### config.mk
export PLATFORM = sky130hd
export DESIGN_NAME = serial_frame_pwm_duty_setter
export DESIGN_NICKNAME = d
export VERILOG_FILES = /design/src/hw/rtl/sfpd_pkg.sv /design/src/hw/rtl/serial_frame_pwm_duty_setter.sv /design/src/hw/rtl/sfpd_frame_parser.sv /design/src/hw/rtl/sfpd_duty_scaler.sv
export SDC_FILE = /design/constraint.sdc
export NUM_CORES = 1
export LEC_CHECK = 0
export BUFFER_PORTS_ARGS = -buffer_cell sky130_fd_sc_hd__buf_2
export CAP_MARGIN = 5
export CORE_ASPECT_RATIO = 1.25
export CORE_MARGIN = 2
export CORE_UTILIZATION = 50
export CTS_CLUSTER_DIAMETER = 40
export DETAILED_ROUTE_END_ITERATION = 10
export GPL_ROUTABILITY_DRIVEN = 0
export HOLD_SLACK_MARGIN = 0.08
export PLACE_DENSITY = 0.67
export SLEW_MARGIN = 5
export SYNTH_ARGS = -nofsm -noshare
export SYNTH_HDL_FRONTEND = slang
export SYNTH_SLANG_ARGS = --single-unit
export TNS_END_PERCENT = 50
### constraint.sdc
create_clock -name clk -period 14.27 [get_ports clk]
set_clock_uncertainty 0.05 [all_clocks]
set_input_delay 0.7135 -clock clk [delete_from_list [all_inputs] [get_ports clk]]
set_output_delay 0.7135 -clock clk [all_outputs]
set_load 0.01 [all_outputs]
### src/hw/rtl/sfpd_pkg.sv
// ----------------------------------------------------------------------------
// sfpd_pkg
// Shared types and constants for the serial frame PWM duty setter.
// ----------------------------------------------------------------------------
package sfpd_pkg;

    localparam logic [7:0]  SYNC_FIRST           = 8'hAA;
    localparam logic [7:0]  SYNC_SECOND          = 8'h55;
    localparam logic [15:0] FULL_SCALE           = 16'hFFFF;
    localparam logic [15:0] PERIOD_RESET         = 16'd38001;
    localparam int          NUM_CHANNELS_DEFAULT = 4;

    // Frame parser phase
    typedef enum logic [2:0] {
        PH_SYNC_FIRST  = 3'd0,
        PH_SYNC_SECOND = 3'd1,
        PH_CHANNEL     = 3'd2,
        PH_DUTY_HIGH   = 3'd3,
        PH_DUTY_LOW    = 3'd4
    } phase_t;

    // Completed frame handed from the parser to the scaler
    typedef struct packed {
        logic        done;
        logic        ok;
        logic [7:0]  channel;
        logic [15:0] duty;
    } frame_t;

endpackage

### src/hw/rtl/serial_frame_pwm_duty_setter.sv
// ----------------------------------------------------------------------------
// serial_frame_pwm_duty_setter: last byte -> product register -> result register
// Throughput: one byte per cycle while the result side does not stall.
// Reset (rst_n async low) empties all stages, parser waits for 0xAA, period 38001.
// ----------------------------------------------------------------------------
module serial_frame_pwm_duty_setter
    import sfpd_pkg::*;
#(
    parameter int NUM_CHANNELS = NUM_CHANNELS_DEFAULT
)
(
    input  logic        clk,
    input  logic        rst_n,
    // Received byte channel
    input  logic        in_valid,
    output logic        in_stall,
    input  logic [7:0]  rx_byte,
    input  logic        rx_error,
    // Result channel
    output logic        out_valid,
    input  logic        out_stall,
    output logic [7:0]  channel,
    output logic [15:0] duty_code,
    output logic [15:0] compare_value,
    output logic        accepted,
    // Period register write
    input  logic        cfg_valid,
    output logic        cfg_ready,
    input  logic [15:0] pwm_period
);

    // Input register: one byte of the serial stream
    logic        byte_valid_reg;
    logic [7:0]  byte_data_reg;
    logic        byte_error_reg;

    logic [15:0] period_reg;
    logic        frame_ready;
    logic        byte_take;
    frame_t      frame;

    // Period register: writes are always accepted (cfg_ready tied high)
    assign cfg_ready = 1'b1;

    always_ff @(posedge clk or negedge rst_n)
    begin
        if (!rst_n)
        begin
            period_reg <= PERIOD_RESET;
        end
        else if (cfg_valid && cfg_ready)
        begin
            period_reg <= pwm_period;
        end
    end

    // Hold the input byte only while it cannot move on to the parser; any
    // byte, framed or not, leaves the input register when the product stage
    // has room, so stalls on the result side reach here only once full.
    assign byte_take = byte_valid_reg && frame_ready;
    assign in_stall  = byte_valid_reg && !frame_ready;

    always_ff @(posedge clk or negedge rst_n)
    begin
        if (!rst_n)
        begin
            byte_valid_reg <= 1'b0;
        end
        else if (!in_stall)
        begin
            byte_valid_reg <= in_valid;
        end
    end

    always_ff @(posedge clk)
    begin
        if (in_valid && !in_stall)
        begin
            byte_data_reg  <= rx_byte;
            byte_error_reg <= rx_error;
        end
    end

    // Parse: advance the frame state on each good byte, flag the last one
    sfpd_frame_parser #(
        .NUM_CHANNELS (NUM_CHANNELS)
    ) u_parser (
        .clk        (clk),
        .rst_n      (rst_n),
        .byte_valid (byte_take),
        .byte_data  (byte_data_reg),
        .byte_error (byte_error_reg),
        .frame      (frame)
    );

    // Scale: multiply by the period, divide by full scale, store and report
    sfpd_duty_scaler #(
        .NUM_CHANNELS (NUM_CHANNELS)
    ) u_scaler (
        .clk           (clk),
        .rst_n         (rst_n),
        .frame         (frame),
        .period        (period_reg),
        .frame_ready   (frame_ready),
        .out_valid     (out_valid),
        .out_stall     (out_stall),
        .channel       (channel),
        .duty_code     (duty_code),
        .compare_value (compare_value),
        .accepted      (accepted)
    );

endmodule

### src/hw/rtl/sfpd_frame_parser.sv
// ----------------------------------------------------------------------------
// sfpd_frame_parser
// Byte-wise parser for AA 55 channel duty_hi duty_lo frames.
// ----------------------------------------------------------------------------
module sfpd_frame_parser
    import sfpd_pkg::*;
#(
    parameter int NUM_CHANNELS = NUM_CHANNELS_DEFAULT
)
(
    input  logic       clk,
    input  logic       rst_n,
    input  logic       byte_valid,
    input  logic [7:0] byte_data,
    input  logic       byte_error,
    output frame_t     frame
);

    phase_t     phase_reg;
    phase_t     phase_next;
    logic [7:0] channel_reg;
    logic [7:0] channel_next;
    logic [7:0] duty_high_reg;
    logic [7:0] duty_high_next;
    logic       take;

    // Errored bytes are dropped without touching any state
    assign take = byte_valid && !byte_error;

    always_ff @(posedge clk or negedge rst_n)
    begin
        if (!rst_n)
        begin
            phase_reg     <= PH_SYNC_FIRST;
            channel_reg   <= '0;
            duty_high_reg <= '0;
        end
        else
        begin
            phase_reg     <= phase_next;
            channel_reg   <= channel_next;
            duty_high_reg <= duty_high_next;
        end
    end

    // Next phase
    always_comb
    begin
        phase_next = phase_reg;
        if (take)
        begin
            case (phase_reg)
                PH_SYNC_FIRST:
                    phase_next = (byte_data == SYNC_FIRST) ? PH_SYNC_SECOND : PH_SYNC_FIRST;
                PH_SYNC_SECOND:
                    phase_next = (byte_data == SYNC_SECOND) ? PH_CHANNEL : PH_SYNC_FIRST;
                PH_CHANNEL:
                    phase_next = PH_DUTY_HIGH;
                PH_DUTY_HIGH:
                    phase_next = PH_DUTY_LOW;
                PH_DUTY_LOW:
                    phase_next = PH_SYNC_FIRST;
                default:
                    phase_next = (byte_data == SYNC_FIRST) ? PH_SYNC_SECOND : PH_SYNC_FIRST;
            endcase
        end
    end

    // Held fields and frame output
    always_comb
    begin
        channel_next   = channel_reg;
        duty_high_next = duty_high_reg;
        frame.done     = 1'b0;
        frame.channel  = channel_reg;
        frame.duty     = {duty_high_reg, byte_data};
        frame.ok       = (channel_reg != 8'd0) && (channel_reg <= 8'(NUM_CHANNELS));
        if (take)
        begin
            case (phase_reg)
                PH_CHANNEL:   channel_next   = byte_data;
                PH_DUTY_HIGH: duty_high_next = byte_data;
                PH_DUTY_LOW:  frame.done     = 1'b1;
                default:      ;
            endcase
        end
    end

endmodule

### src/hw/rtl/sfpd_duty_scaler.sv
// ----------------------------------------------------------------------------
// sfpd_duty_scaler
// Product stage, divide by full scale, compare registers and result register.
// ----------------------------------------------------------------------------
module sfpd_duty_scaler
    import sfpd_pkg::*;
#(
    parameter int NUM_CHANNELS = NUM_CHANNELS_DEFAULT
)
(
    input  logic        clk,
    input  logic        rst_n,
    input  frame_t      frame,
    input  logic [15:0] period,
    output logic        frame_ready,
    output logic        out_valid,
    input  logic        out_stall,
    output logic [7:0]  channel,
    output logic [15:0] duty_code,
    output logic [15:0] compare_value,
    output logic        accepted
);

    localparam int IDX_W = (NUM_CHANNELS > 1) ? $clog2(NUM_CHANNELS) : 1;

    logic        prod_valid_reg;
    logic        prod_ok_reg;
    logic [7:0]  prod_channel_reg;
    logic [15:0] prod_duty_reg;
    logic [31:0] prod_reg;

    logic        out_valid_reg;
    logic        out_ok_reg;
    logic [7:0]  out_channel_reg;
    logic [15:0] out_duty_reg;
    logic [15:0] out_compare_reg;

    logic [15:0] compare_reg [NUM_CHANNELS];

    logic        out_free;
    logic        prod_move;
    logic [15:0] quot_low;
    logic [16:0] rem;
    logic [15:0] quot;
    logic [7:0]  slot;

    assign out_free    = !out_valid_reg || !out_stall;
    assign frame_ready = !prod_valid_reg || out_free;
    assign prod_move   = prod_valid_reg && out_free;

    // x / 65535: take x >> 16, the remainder is low half plus that estimate
    // and stays below twice the divisor, so one correction step suffices
    assign quot_low = prod_reg[31:16];
    assign rem      = {1'b0, prod_reg[15:0]} + {1'b0, quot_low};
    assign quot     = (rem >= {1'b0, FULL_SCALE}) ? quot_low + 16'd1 : quot_low;
    assign slot     = prod_channel_reg - 8'd1;

    always_ff @(posedge clk or negedge rst_n)
    begin
        if (!rst_n)
        begin
            prod_valid_reg <= 1'b0;
            out_valid_reg  <= 1'b0;
        end
        else
        begin
            if (frame_ready)
            begin
                prod_valid_reg <= frame.done;
            end
            if (out_free)
            begin
                out_valid_reg <= prod_valid_reg;
            end
        end
    end

    always_ff @(posedge clk)
    begin
        if (frame_ready && frame.done)
        begin
            prod_ok_reg      <= frame.ok;
            prod_channel_reg <= frame.channel;
            prod_duty_reg    <= frame.duty;
            prod_reg         <= period * frame.duty;
        end
        if (prod_move)
        begin
            out_ok_reg      <= prod_ok_reg;
            out_channel_reg <= prod_channel_reg;
            out_duty_reg    <= prod_duty_reg;
            out_compare_reg <= quot;
        end
    end

    always_ff @(posedge clk or negedge rst_n)
    begin
        if (!rst_n)
        begin
            for (int i = 0; i < NUM_CHANNELS; i++)
            begin
                compare_reg[i] <= '0;
            end
        end
        else if (prod_move && prod_ok_reg)
        begin
            compare_reg[slot[IDX_W-1:0]] <= quot;
        end
    end

    assign out_valid     = out_valid_reg;
    assign channel       = out_channel_reg;
    assign duty_code     = out_duty_reg;
    assign compare_value = out_compare_reg;
    assign accepted      = out_ok_reg;

`ifndef SYNTHESIS
    a_quot_floor: assert property (@(posedge clk) disable iff (!rst_n)
        prod_valid_reg |-> ({16'd0, quot} * 32'd65535) <= prod_reg)
        else $error("quotient above floor");

    a_quot_tight: assert property (@(posedge clk) disable iff (!rst_n)
        prod_valid_reg |-> (prod_reg - {16'd0, quot} * 32'd65535) < 32'd65535)
        else $error("quotient below floor");

    a_accept_range: assert property (@(posedge clk) disable iff (!rst_n)
        (out_valid_reg && out_ok_reg) |->
            (out_channel_reg != 8'd0) && (out_channel_reg <= 8'(NUM_CHANNELS)))
        else $error("accepted frame with channel out of range");

    a_cmp_le_duty: assert property (@(posedge clk) disable iff (!rst_n)
        out_valid_reg |-> out_compare_reg <= out_duty_reg)
        else $error("compare value exceeds duty code");
`endif

endmodule
# Word level (Yosys, flattened, before mapping)
# Index checks and enable logic that the tools add are counted.
[word_totals] reg_bits=145 in_bits=30 out_inout_bits=44 elab_cells=52
[classes] n_addsub=2 multipliers=1 n_lt_le_gt_ge=2 eq_ne=6 muxes=6 n_reduce_logical=18
[op_table] operator="$mul 16x16->32" count=1
[op_table] operator="$add 16x16->17" count=1
[op_table] operator="$ge 17x16->1 const B" count=1
[op_table] operator="$add 16x1->16 const B" count=1
[op_table] operator="$mux 16" count=1
[op_table] operator="$pmux 3 s4" count=1
[op_table] operator="$eq 8x7->1 const B" count=1
[op_table] operator="$eq 8x8->1 const B" count=1
[op_table] operator="$le 8x3->1 const B" count=1
[op_table] operator="$reduce_bool 8->1" count=1
[op_table] operator="$logic_and 1x1->1" count=7
[op_table] operator="$eq 3x2->1 const B" count=2
[op_table] operator="$logic_not 1->1" count=6
[op_table] operator="$reduce_and 2->1" count=2
[op_table] operator="$eq 3x1->1 const B" count=1
[op_table] operator="$eq 3x3->1 const B" count=1
[op_table] operator="$mux 1" count=3
[op_table] operator="$logic_or 1x1->1" count=2
[op_table] operator="$mux 2" count=1

# Longest topological paths before layout
# Gate-level depths: netlist of run 1.
[logic_depth] word_depth=7 depth_mapped=25 mapped_depth_nobuf=23

# Modules after synthesis
# Synthesis of run 1 repeated with hierarchy kept, for this count alone.
[unflattened] cells_unflattened=1359 area_unflattened_um2=14546.5
[modules_own_cells] mod="sfpd_duty_scaler" instances=1 cells_per_inst=1239 area_per_inst_um2=12629.6
[modules_own_cells] mod="serial_frame_pwm_duty_setter" instances=1 cells_per_inst=51 area_per_inst_um2=993.5
[modules_own_cells] mod="sfpd_frame_parser" instances=1 cells_per_inst=69 area_per_inst_um2=923.4

# Worst setup path before layout of run 1
# No wires, ideal clock.
[synth_path] kind="input to register" start="input port out_stall" end="register u_scaler.prod_channel_reg[0] (enable)" arrival_ps=6959 slack_ps=6625 path_stages=3 n_path_buf=0 cell_sequence="nand3_1 nand3b_1 nor4b_1"
[synth_between] elab_chain_len=7
[synth_lines] item="from (decl)" line="serial_frame_pwm_duty_setter.sv:21" rtl="input logic out_stall,"
[synth_lines] item="$logic_not 1->1 *" line="sfpd_duty_scaler.sv:47" rtl="assign out_free = !out_valid_reg || !out_stall;"
[synth_lines] item="$logic_or 1x1->1 *" line="sfpd_duty_scaler.sv:47"
[synth_lines] item="$logic_or 1x1->1 *" line="sfpd_duty_scaler.sv:48" rtl="assign frame_ready = !prod_valid_reg || out_free;"
[synth_lines] item="$logic_and 1x1->1" line="serial_frame_pwm_duty_setter.sv:60" rtl="assign byte_take = byte_valid_reg && frame_ready;"
[synth_lines] item="$logic_and 1x1->1" line="sfpd_frame_parser.sv:28" rtl="assign take = byte_valid && !byte_error;"
[synth_lines] item="$mux 1" line="sfpd_frame_parser.sv:78" rtl="if (take)"
[synth_lines] item="$logic_and 1x1->1 *" line="sfpd_duty_scaler.sv:80" rtl="if (frame_ready && frame.done)"
[synth_lines] item="to (signal assigned)" line="sfpd_duty_scaler.sv:83" rtl="prod_channel_reg <= frame.channel;"
[synth_lines] item="to (decl)" line="sfpd_duty_scaler.sv:28" rtl="logic [7:0] prod_channel_reg;"
# Mark *: on every way between the ends. The rest lies on a longest branch, timed or not.
# A chain may end at the register's enable or synchronous reset.

# Worst setup path after layout of run 1
[layout_path] start="register byte_data_reg[7]" end="register u_scaler.prod_reg[30], data pin"
[layout_between] elab_chain_len=1
[layout_lines] item="from (decl)" line="serial_frame_pwm_duty_setter.sv:34" rtl="logic [7:0] byte_data_reg;"
[layout_lines] item="from (signal assigned)" line="serial_frame_pwm_duty_setter.sv:79" rtl="byte_data_reg <= rx_byte;"
[layout_lines] item="$mul 16x16->32" line="sfpd_duty_scaler.sv:85" rtl="prod_reg <= period * frame.duty;"
[layout_lines] item="to (signal assigned)" line="sfpd_duty_scaler.sv:85"
[layout_lines] item="to (decl)" line="sfpd_duty_scaler.sv:30" rtl="logic [31:0] prod_reg;"
# No other way between the ends.

==> results of run 1 <==
-- layer usage --
layer | wire length, um | up-vias | share of wire [%]
met5 | 0 | - | 0
met4 | 1415 | 0 | 4.5
met3 | 923 | 75 | 2.9
met2 | 16870 | 210 | 54
met1 | 12250 | 4974 | 39
li1 | - | 4461 | -
-- logic make-up after synthesis --
group / synth area share, %
and+or+nand+nor: 13.52
adders and majority gates: 37.69
buffers and inverters: 7.834
DFF: 29.03
AOI/OAI and AO/OA: 6.276
xor gates and xnor gates: 3.046
muxes: 2.585
other: 0.02609
-- worst reg2reg max path: cells and delay by family, from the launching register on --
kind | cells | cell delay, ns
DFF | 1 | 0.85
adders and majority gates | 7 | 3.56
buffers and inverters | 3 | 0.15
and+or+nand+nor | 2 | 0.30
AOI/OAI and AO/OA | 6 | 1.88
xor gates and xnor gates | 1 | 0.14
-- through the flow --
stage	hold WS [ns]	instances
after floorplan	0.3503	1357
after global placement	0.3508	1737
after detailed placement	0.3545	1737
after CTS	0.3606	1769
after global routing	0.3791	1769
final	0.3510	1769
-- synthesized netlist by cell type, drive strengths merged, types with 7 or more instances --
| library cell | count |
|---|---|
| dfrtp | 31 |
| fa | 195 |
| nor3 | 12 |
| xnor2 | 36 |
| nand4 | 17 |
| o21ai | 31 |
| a21o | 21 |
| clkbuf | 46 |
| xor2 | 14 |
| inv | 240 |
| a21oi | 31 |
| nand2 | 157 |
| dfstp | 7 |
| nor2 | 29 |
| a211oi | 8 |
| and2 | 119 |
| and3 | 15 |
| mux2 | 33 |
| nand3 | 9 |
| ha | 121 |
| edfxtp | 107 |
-- area by class of cell --
cell class	instances	share of cell area (%)
inverter	240	5.765
clock buffer	17	2.722
clock inverter	15	1.225
multi-input combinational	920	58.20
sequential	145	26.70
tap	355	2.843
timing repair buffer	77	2.546
-- how the worst max path moves through the flow --
stage,cells past startpoint,from,slack [ns],endpoint
after global routing,19,byte_data_reg[7],6.60,u_scaler.prod_reg[30]
after global placement,19,byte_data_reg[7],7.18,u_scaler.prod_reg[30]
after floorplan,3,out_stall,6.62,u_scaler.prod_channel_reg[0]
after CTS,19,byte_data_reg[7],7.04,u_scaler.prod_reg[30]
final,19,byte_data_reg[7],7.10,u_scaler.prod_reg[30]
after detailed placement,19,byte_data_reg[7],7.05,u_scaler.prod_reg[30]
-- cells in the final DEF (no fill, tap or decap), types with 21 or more instances in the layout --
cell      synthesis  routed
a21o_1           21      21
ha_1            121     121
mux2_2           33      33
o21ai_0          30      30
buf_2             0      72
fa_1            195     195
and2_1          119     119
edfxtp_1        107     107
inv_1           240     240
a21oi_1          31      31
xnor2_1          36      36
dfrtp_1          31      31
nor2_1           29      29
nand2_1         157     157
==> out/metrics.cfg, run 1 <==
[grt]
grt-busiest-layer=met2
grt_pass1_wl_mm=51.16
first_global_vias=10130
antenna_found_initial=0
grt_usage_pct=21.83
gr-usage-met2_pct=38.23
grt_use_met3_pct=2.823
grt_max_degree=51
overflow=0
use_met1_pct=26.55

[clock_tree]
cts-resized-gates=0
clkTransAtPathRegs_ns=0.07
cts_setup_buffers=0
clk_path_buf_depth=2
clock_latency_ns=0.44
cts.sinks=145
holdBufCountCts=0
cts_tree=built
cts_buffers=17
htree_levels=4
clockRootBuffer=clkbuf_16

[worst_setup_path]
cpMostUsedCell=fa_1
crit_path_max_fanout=21
worst-setup-path-type=reg -> reg
crit_arrival_ns=7.30
required_ns=14.40
cp.buffers_inverters=3
cp-start-kind=flop
critPathTopFamily=adder cells
cp_cell_sequence=nand2_1 -> fa_1 -> inv_1 -> fa_1 -> fa_1 -> fa_1 -> fa_1 -> inv_1 -> fa_1 -> inv_1 -> ha_1 -> a21o_1 -> a2111oi_0 -> o21ai_0 -> o21a_1 -> a2111oi_0 -> nor2_1 -> a221o_1 -> xor2_1
timing.rr.end=u_scaler.prod_reg[30]
cpPeakStageDelay_ns=0.85
cpMaxStageDelayCell=edfxtp_1
ff2ff_path_depth=19
r2r_start=byte_data_reg[7]
reg2reg_slack_ns=7.10
endpoint_kind=flop

[final_layout]
area_growth_syn_to_layout_pct=8.704
diodes=0
largest_reg_flops=32
finalNetCount=1747
regArea_um2=4173
multiInputGateArea_um2=9094
final_util_pct=55.02
nFillCells=2443
finish.instance_area_um2=15630
drive_gt1_share_pct=11.10

[sta]
period_share_pct=50.23
fin_ws_ns=7.103
relSlewSlack_pct=31.17
finalCriticalPeriod_ns=7.167
worst_pin_slew_ns=1.030
hold_violations=0
fin_setup_tns_ns=0
setup_viol=0
maxSlewViolCount=0
rsz0062_at_grt=no
fmax_ghz=0.1395

[synthesis]
synth_top_cell_area_share_pct=27.16
synth_area_um2=14380
ys.flop_type=edfxtp_1
synth_fp_nets=1703
yosysUniqueCellTypes=56
yosys-top-cells-area=fa_1 (27%), edfxtp_1 (22%), ha_1 (11%), inv_1 (6.3%), dfrtp_1 (5.4%)
ys_warn_count=0
async_flop_share_pct=26.21
synth_edf_count=107
avgSynthCellArea_um2=10.59
synth_seq_cells=145
synthCells=1357
yosysTopAreaCell=fa_1
yosysSeqAreaShare_pct=29.03

[status]
status=completed

[detailed_routing]
vias=9720
firstDrtPassIters=4
drt_iter0_markers=487
vias_per_cell=5.495
ant_nets=0
wl_mm=31.45
drc_errors=0
wl_per_cell_um=17.78

[floorplanning]
die_area_um2=30130
ioPinCount=74
start_util_pct=50.61
die_x_um=155.7
rows=69
core_area_um2=28400
dieHeight_um=193.6

[place]
place.port_buffers=72
place_area_um2=15010
dp_hpwl_mm=23.72
pre_cts_slack_ns=7.049

[hold_path]
hold_class=in -> async

[flow_run]
drv_cap=0

Power of run 1 is left out: the tool's default activity adds up to more than one toggle a clock period on the data nets, which glitch-free logic cannot reach.
==> run 2: changes to the inputs <==
==> constraint.sdc (replaced) <==
create_clock -name clk -period 7.5 [get_ports clk]
set_clock_uncertainty 0.05 [all_clocks]
set_input_delay 0.375 -clock clk [delete_from_list [all_inputs] [get_ports clk]]
set_output_delay 0.375 -clock clk [all_outputs]
set_load 0.01 [all_outputs]
==> out/metrics.cfg, run 2 (synthesized netlist as in run 1, its figures left out) <==
[floorplanning]
dieHeight_um=193.6
die_x_um=155.7
start_util_pct=50.61
core_area_um2=28400
ioPinCount=74
rows=69
die_area_um2=30130

[final_layout]
finalNetCount=1784
largest_reg_flops=32
diodes=0
area_growth_syn_to_layout_pct=10.78
final_common_cell=inv_1
nFillCells=2452
regArea_um2=4175
drive_gt1_share_pct=12.82
mostFrequentLayoutCells=inv_1 (240), fa_1 (195), nand2_1 (157)
multiInputGateArea_um2=9095

[grt]
first_global_vias=10590
gr-usage-met2_pct=41.43
grt-busiest-layer=met2
grt_use_met3_pct=3.607
grt_max_degree=42
overflow=0
grt_pass1_wl_mm=54.99
use_met1_pct=28.69
antenna_found_initial=0
grt_usage_pct=23.57

[status]
status=completed

[sta]
period_share_pct=93.78
fin_setup_tns_ns=0
maxSlewViolCount=0
hold_violations=0
worst_pin_slew_ns=0.9374
finalCriticalPeriod_ns=7.034
fmax_ghz=0.1422
relSlewSlack_pct=37.50
setup_viol=0
rsz0062_at_grt=no

[detailed_routing]
drt_iter0_markers=610
drc_errors=0
firstDrtPassIters=5
vias=10020
ant_nets=0
wl_mm=33.34
vias_per_cell=5.546
wl_per_cell_um=18.46

[clock_tree]
cts_buffers=17
clockRootBuffer=clkbuf_16
clock_latency_ns=0.45
cts_setup_buffers=0
clk_path_buf_depth=2
cts_tree=built
cts.sinks=145
clkTransAtPathRegs_ns=0.08
htree_levels=4

[worst_setup_path]
timing.rr.end=u_scaler.prod_reg[30]
r2r_start=period_reg[5]
worst-setup-path-type=reg -> reg
reg2reg_slack_ns=0.47
cp-start-kind=flop
required_ns=7.65
crit_arrival_ns=7.18
endpoint_kind=flop
crit_path_max_fanout=17
ff2ff_path_depth=19

[hold_path]
hold_class=in -> reg
min-delay-start=pwm_period[13]
worstHoldEndpoint=period_reg[13]
hold_depth=2

[place]
place.port_buffers=72
dp_hpwl_mm=26.04

[flow_run]
drv_cap=0

-- run 2: cell count changes in the layout (fill, tap and decap cells not counted) --
cell,before,now
buf_4,5,31
dlygate4sd3_1,0,11
inv_6,6,2
bufinv_16,2,0
clkinv_4,1,3
clkinv_8,2,4
dfrtp_1,31,29
dfrtp_2,0,2
inv_8,3,5
a2111oi_0,4,3
a2111oi_1,0,1
clkinv_1,1,0
inv_12,0,1
-- run 2: what timing repair did --
action,in CTS,in global routing
setup endpoints to repair,0,1
endpoints found under the hold margin,41,0
hold buffers,11,0
resized for setup,0,3
-- run 2: how the worst max path moves through the flow --
| stage | cells after the start | slack, ns | end | startpoint |
|---|---|---|---|---|
| after global placement | 22 | 0.58 | u_scaler.prod_reg[30] | period_reg[7] |
| final | 19 | 0.47 | u_scaler.prod_reg[30] | period_reg[5] |
| after detailed placement | 20 | 0.45 | u_scaler.prod_reg[30] | period_reg[7] |
| after floorplan | 3 | 0.1 | u_scaler.prod_channel_reg[0] | u_scaler.out_valid |
| after global routing | 19 | 0.09 | u_scaler.prod_reg[30] | period_reg[5] |
| after CTS | 19 | 0.38 | u_scaler.prod_reg[30] | u_parser.duty_high_reg[0] |
-- run 2: layer usage --
| layer | wire (um) | share of wire (%) | vias to the layer above |
|---|---|---|---|
| met5 | 0 | 0 | - |
| met2 | 17920 | 54 | 270 |
| met4 | 1378 | 4.1 | 0 |
| met1 | 12780 | 38 | 5107 |
| met3 | 1261 | 3.8 | 101 |
| li1 | - | - | 4538 |
-- run 2: metrics by stage --
stage                     instances  cell area [um2]  utilization, %  hold WS, ns  worst slack (ns)
final                          1806            15930           56.07       0.1030            0.4662
after global routing           1806            15930           56.07      0.09516           0.08723
after CTS                      1806            15920           56.05      0.08264            0.3751
after detailed placement       1763            15200           53.53       0.3545            0.4467
after global placement         1763            15200           53.53       0.3503            0.5789
after floorplan                1357            14380               -      0.02941           0.09812
-- run 2: final cells by class --
| class | count | area share, % |
|---|---|---|
| inverter | 240 | 5.657 |
| clock buffer | 17 | 2.671 |
| sequential | 145 | 26.22 |
| clock inverter | 15 | 1.139 |
| tap | 355 | 2.789 |
| timing repair buffer | 114 | 4.415 |
| multi-input combinational | 920 | 57.11 |
-- run 2: worst max-delay path, cell delays in order (launching register included) --
cell and delay (ns):
dfstp_2 0.78, nand2_1 0.15, fa_1 0.52, inv_1 0.08, fa_1 0.56, fa_1 0.44
fa_1 0.53, fa_1 0.56, inv_1 0.06, fa_1 0.52, inv_1 0.04, ha_1 0.35
a21o_1 0.17, a2111oi_0 0.48, o21ai_0 0.17, o21a_1 0.27, a2111oi_1 0.45, nor2_1 0.10
a221o_1 0.34, xor2_1 0.14
Power of run 2 is left out for the same reason.
==> run 3: changes to the inputs <==
--- a/config.mk
+++ b/config.mk
@@ -5,7 +5,7 @@
 export SDC_FILE = /design/constraint.sdc
 export NUM_CORES = 1
 export LEC_CHECK = 0
-export BUFFER_PORTS_ARGS = -buffer_cell sky130_fd_sc_hd__buf_2
+export BUFFER_PORTS_ARGS = -buffer_cell sky130_fd_sc_hd__clkbuf_2
 export CAP_MARGIN = 5
 export CORE_ASPECT_RATIO = 1.25
 export CORE_MARGIN = 2
@@ -14,7 +14,8 @@
 export DETAILED_ROUTE_END_ITERATION = 10
 export GPL_ROUTABILITY_DRIVEN = 0
 export HOLD_SLACK_MARGIN = 0.08
-export PLACE_DENSITY = 0.67
+export MAX_ROUTING_LAYER = met4
+export PLACE_DENSITY = 0.7
 export SLEW_MARGIN = 5
 export SYNTH_ARGS = -nofsm -noshare
 export SYNTH_HDL_FRONTEND = slang
==> constraint.sdc (replaced) <==
create_clock -name clk -period 5.7 [get_ports clk]
set_clock_uncertainty 0.05 [all_clocks]
set_input_delay 0.285 -clock clk [delete_from_list [all_inputs] [get_ports clk]]
set_output_delay 0.285 -clock clk [all_outputs]
set_load 0.01 [all_outputs]
==> out/metrics.cfg, run 3 (synthesized netlist as in run 1, its figures left out) <==
[status]
status=finished, violations left
failed_checks=setup timing

[floorplanning]
ioPinCount=74
dieHeight_um=193.6
die_x_um=155.7
rows=69
die_area_um2=30130
core_area_um2=28400
start_util_pct=50.61

[grt]
grt_max_degree=39
grt_pass1_wl_mm=55.06
first_global_vias=11210
antenna_found_initial=0
grt_usage_pct=24.07
overflow=0

[hold_path]
hold_class=in -> reg

[flow_run]
drv_cap=0

[sta]
rsz0062_at_grt=yes
fin_ws_ns=-0.6760
fmax_ghz=0.1568
relSlewSlack_pct=32.48
fin_setup_tns_ns=-3.514
worst_pin_slew_ns=1.013
period_share_pct=111.9
setup_viol=14
hold_violations=0
finalCriticalPeriod_ns=6.376
maxSlewViolCount=0
holdWs_ns=0.08633

[place]
dp_hpwl_mm=26.00
dp.cells=1856
place.port_buffers=72

[detailed_routing]
vias_per_cell=5.431
drc_errors=0
wl_per_cell_um=17.55
ant_nets=0
wl_mm=34.16
firstDrtPassIters=5
drt_iter0_markers=638
vias=10580

[worst_setup_path]
crit_arrival_ns=6.52
required_ns=5.84
worst-setup-path-type=reg -> reg
cp-start-kind=flop
cpPeakStageDelay_ns=0.61
cpMostUsedCell=fa_1
endpoint_kind=flop
crit_path_max_fanout=5
cpMaxStageDelayCell=fa_1
cp_cell_sequence=buf_6 -> and2_4 -> fa_1 -> fa_1 -> fa_1 -> fa_1 -> fa_1 -> inv_1 -> fa_1 -> inv_1 -> ha_4 -> or3_4 -> o21ai_2 -> o21ai_1 -> o21a_1 -> a2111oi_4 -> buf_4 -> nor2_1 -> a221o_1 -> xor2_1

[final_layout]
finalNetCount=1925
mostFrequentLayoutCells=inv_1 (228), fa_1 (189), nand2_1 (151)
final_cells=1947
largest_reg_flops=32
drive_gt1_share_pct=24.25
area_growth_syn_to_layout_pct=21.89
multiInputGateArea_um2=9489
regArea_um2=4179
final_common_cell=inv_1
diodes=0
nFillCells=2201

[clock_tree]
clk_path_buf_depth=2
cts_buffers=17
clock_latency_ns=0.45
cts_tree=built
clockRootBuffer=clkbuf_16
cts.sinks=145
clkTransAtPathRegs_ns=0.08
htree_levels=4

==> run 3: cell count changes in the layout (fill, tap and decap cells not counted), moves of 12 or more <==
cell / before / now
buf_4: 31 / 132
buf_2: 72 / 0
clkbuf_2: 0 / 72
buf_6: 0 / 23
dlygate4sd3_1: 11 / 27
ha_1: 121 / 107
ha_4: 0 / 13
inv_1: 240 / 228
inv_2: 0 / 12
==> run 3: layout make-up <==
| cell class | count | area share (%) |
|---|---|---|
| Sequential cell | 145 | 23.85 |
| Inverter | 240 | 5.141 |
| Multi-Input combinational cell | 920 | 54.16 |
| Clock inverter | 15 | 1.043 |
| Clock buffer | 17 | 2.428 |
| Timing Repair Buffer | 255 | 10.85 |
| Tap cell | 355 | 2.535 |
==> run 3: routing by layer <==
layer	wire, um	GRT usage (%)	vias up	share of wire (%)
met5	0	-	-	0
met4	1287	10.02	0	3.8
met3	1347	2.800	91	3.9
met2	18600	41.77	316	54
met1	12930	28.31	5355	38
li1	-	-	4813	-
==> run 3: metrics by stage <==
stage          instance area [um2]  setup WS [ns]  utilization, %
6_report                     17520        -0.6760           61.69
5_1_grt                      17520        -0.8644           61.69
4_1_cts                      17260        -0.6285           60.77
3_5_place_dp                 15920         -1.053           56.06
3_3_place_gp                 15920        -0.9772           56.06
2_1_floorplan                14380         -1.090               -
==> run 3: final timing paths <==
| path | start | endpoint | slack (ns) | cells after the start |
|---|---|---|---|---|
| max | period_reg[6] | u_scaler.prod_reg[30] | -0.68 | 20 |
| min | out_stall | u_scaler.out_valid | 0.09 | 2 |
| max reg2reg | period_reg[6] | u_scaler.prod_reg[30] | -0.68 | 20 |
| min reg2reg | u_scaler.prod_ok_reg | u_scaler.accepted | 0.37 | 0 |
| max in group asynchronous | rst_n | period_reg[8] | 4.39 | 2 |
| min in group asynchronous | rst_n | u_parser.channel_reg[5] | 0.51 | 2 |
==> run 3: repair_timing <==
action	4_1_cts	5_1_grt
buffers inserted	25	10
pin swaps	54	50
hold buffers	27	0
endpoints found under the hold margin	57	0
endpoints found under the setup margin	18	17
gates resized for setup	71	51
==> run 3: worst max-delay path: cells and delay by family, from the launching register on <==
kind | cells | cell delay [ns]
compound gates | 5 | 1.10
xor+xnor | 1 | 0.14
fa+ha+maj | 7 | 3.26
buf+inv | 4 | 0.41
flops | 1 | 0.60
simple gates | 3 | 0.56
Power of run 3 is left out for the same reason.
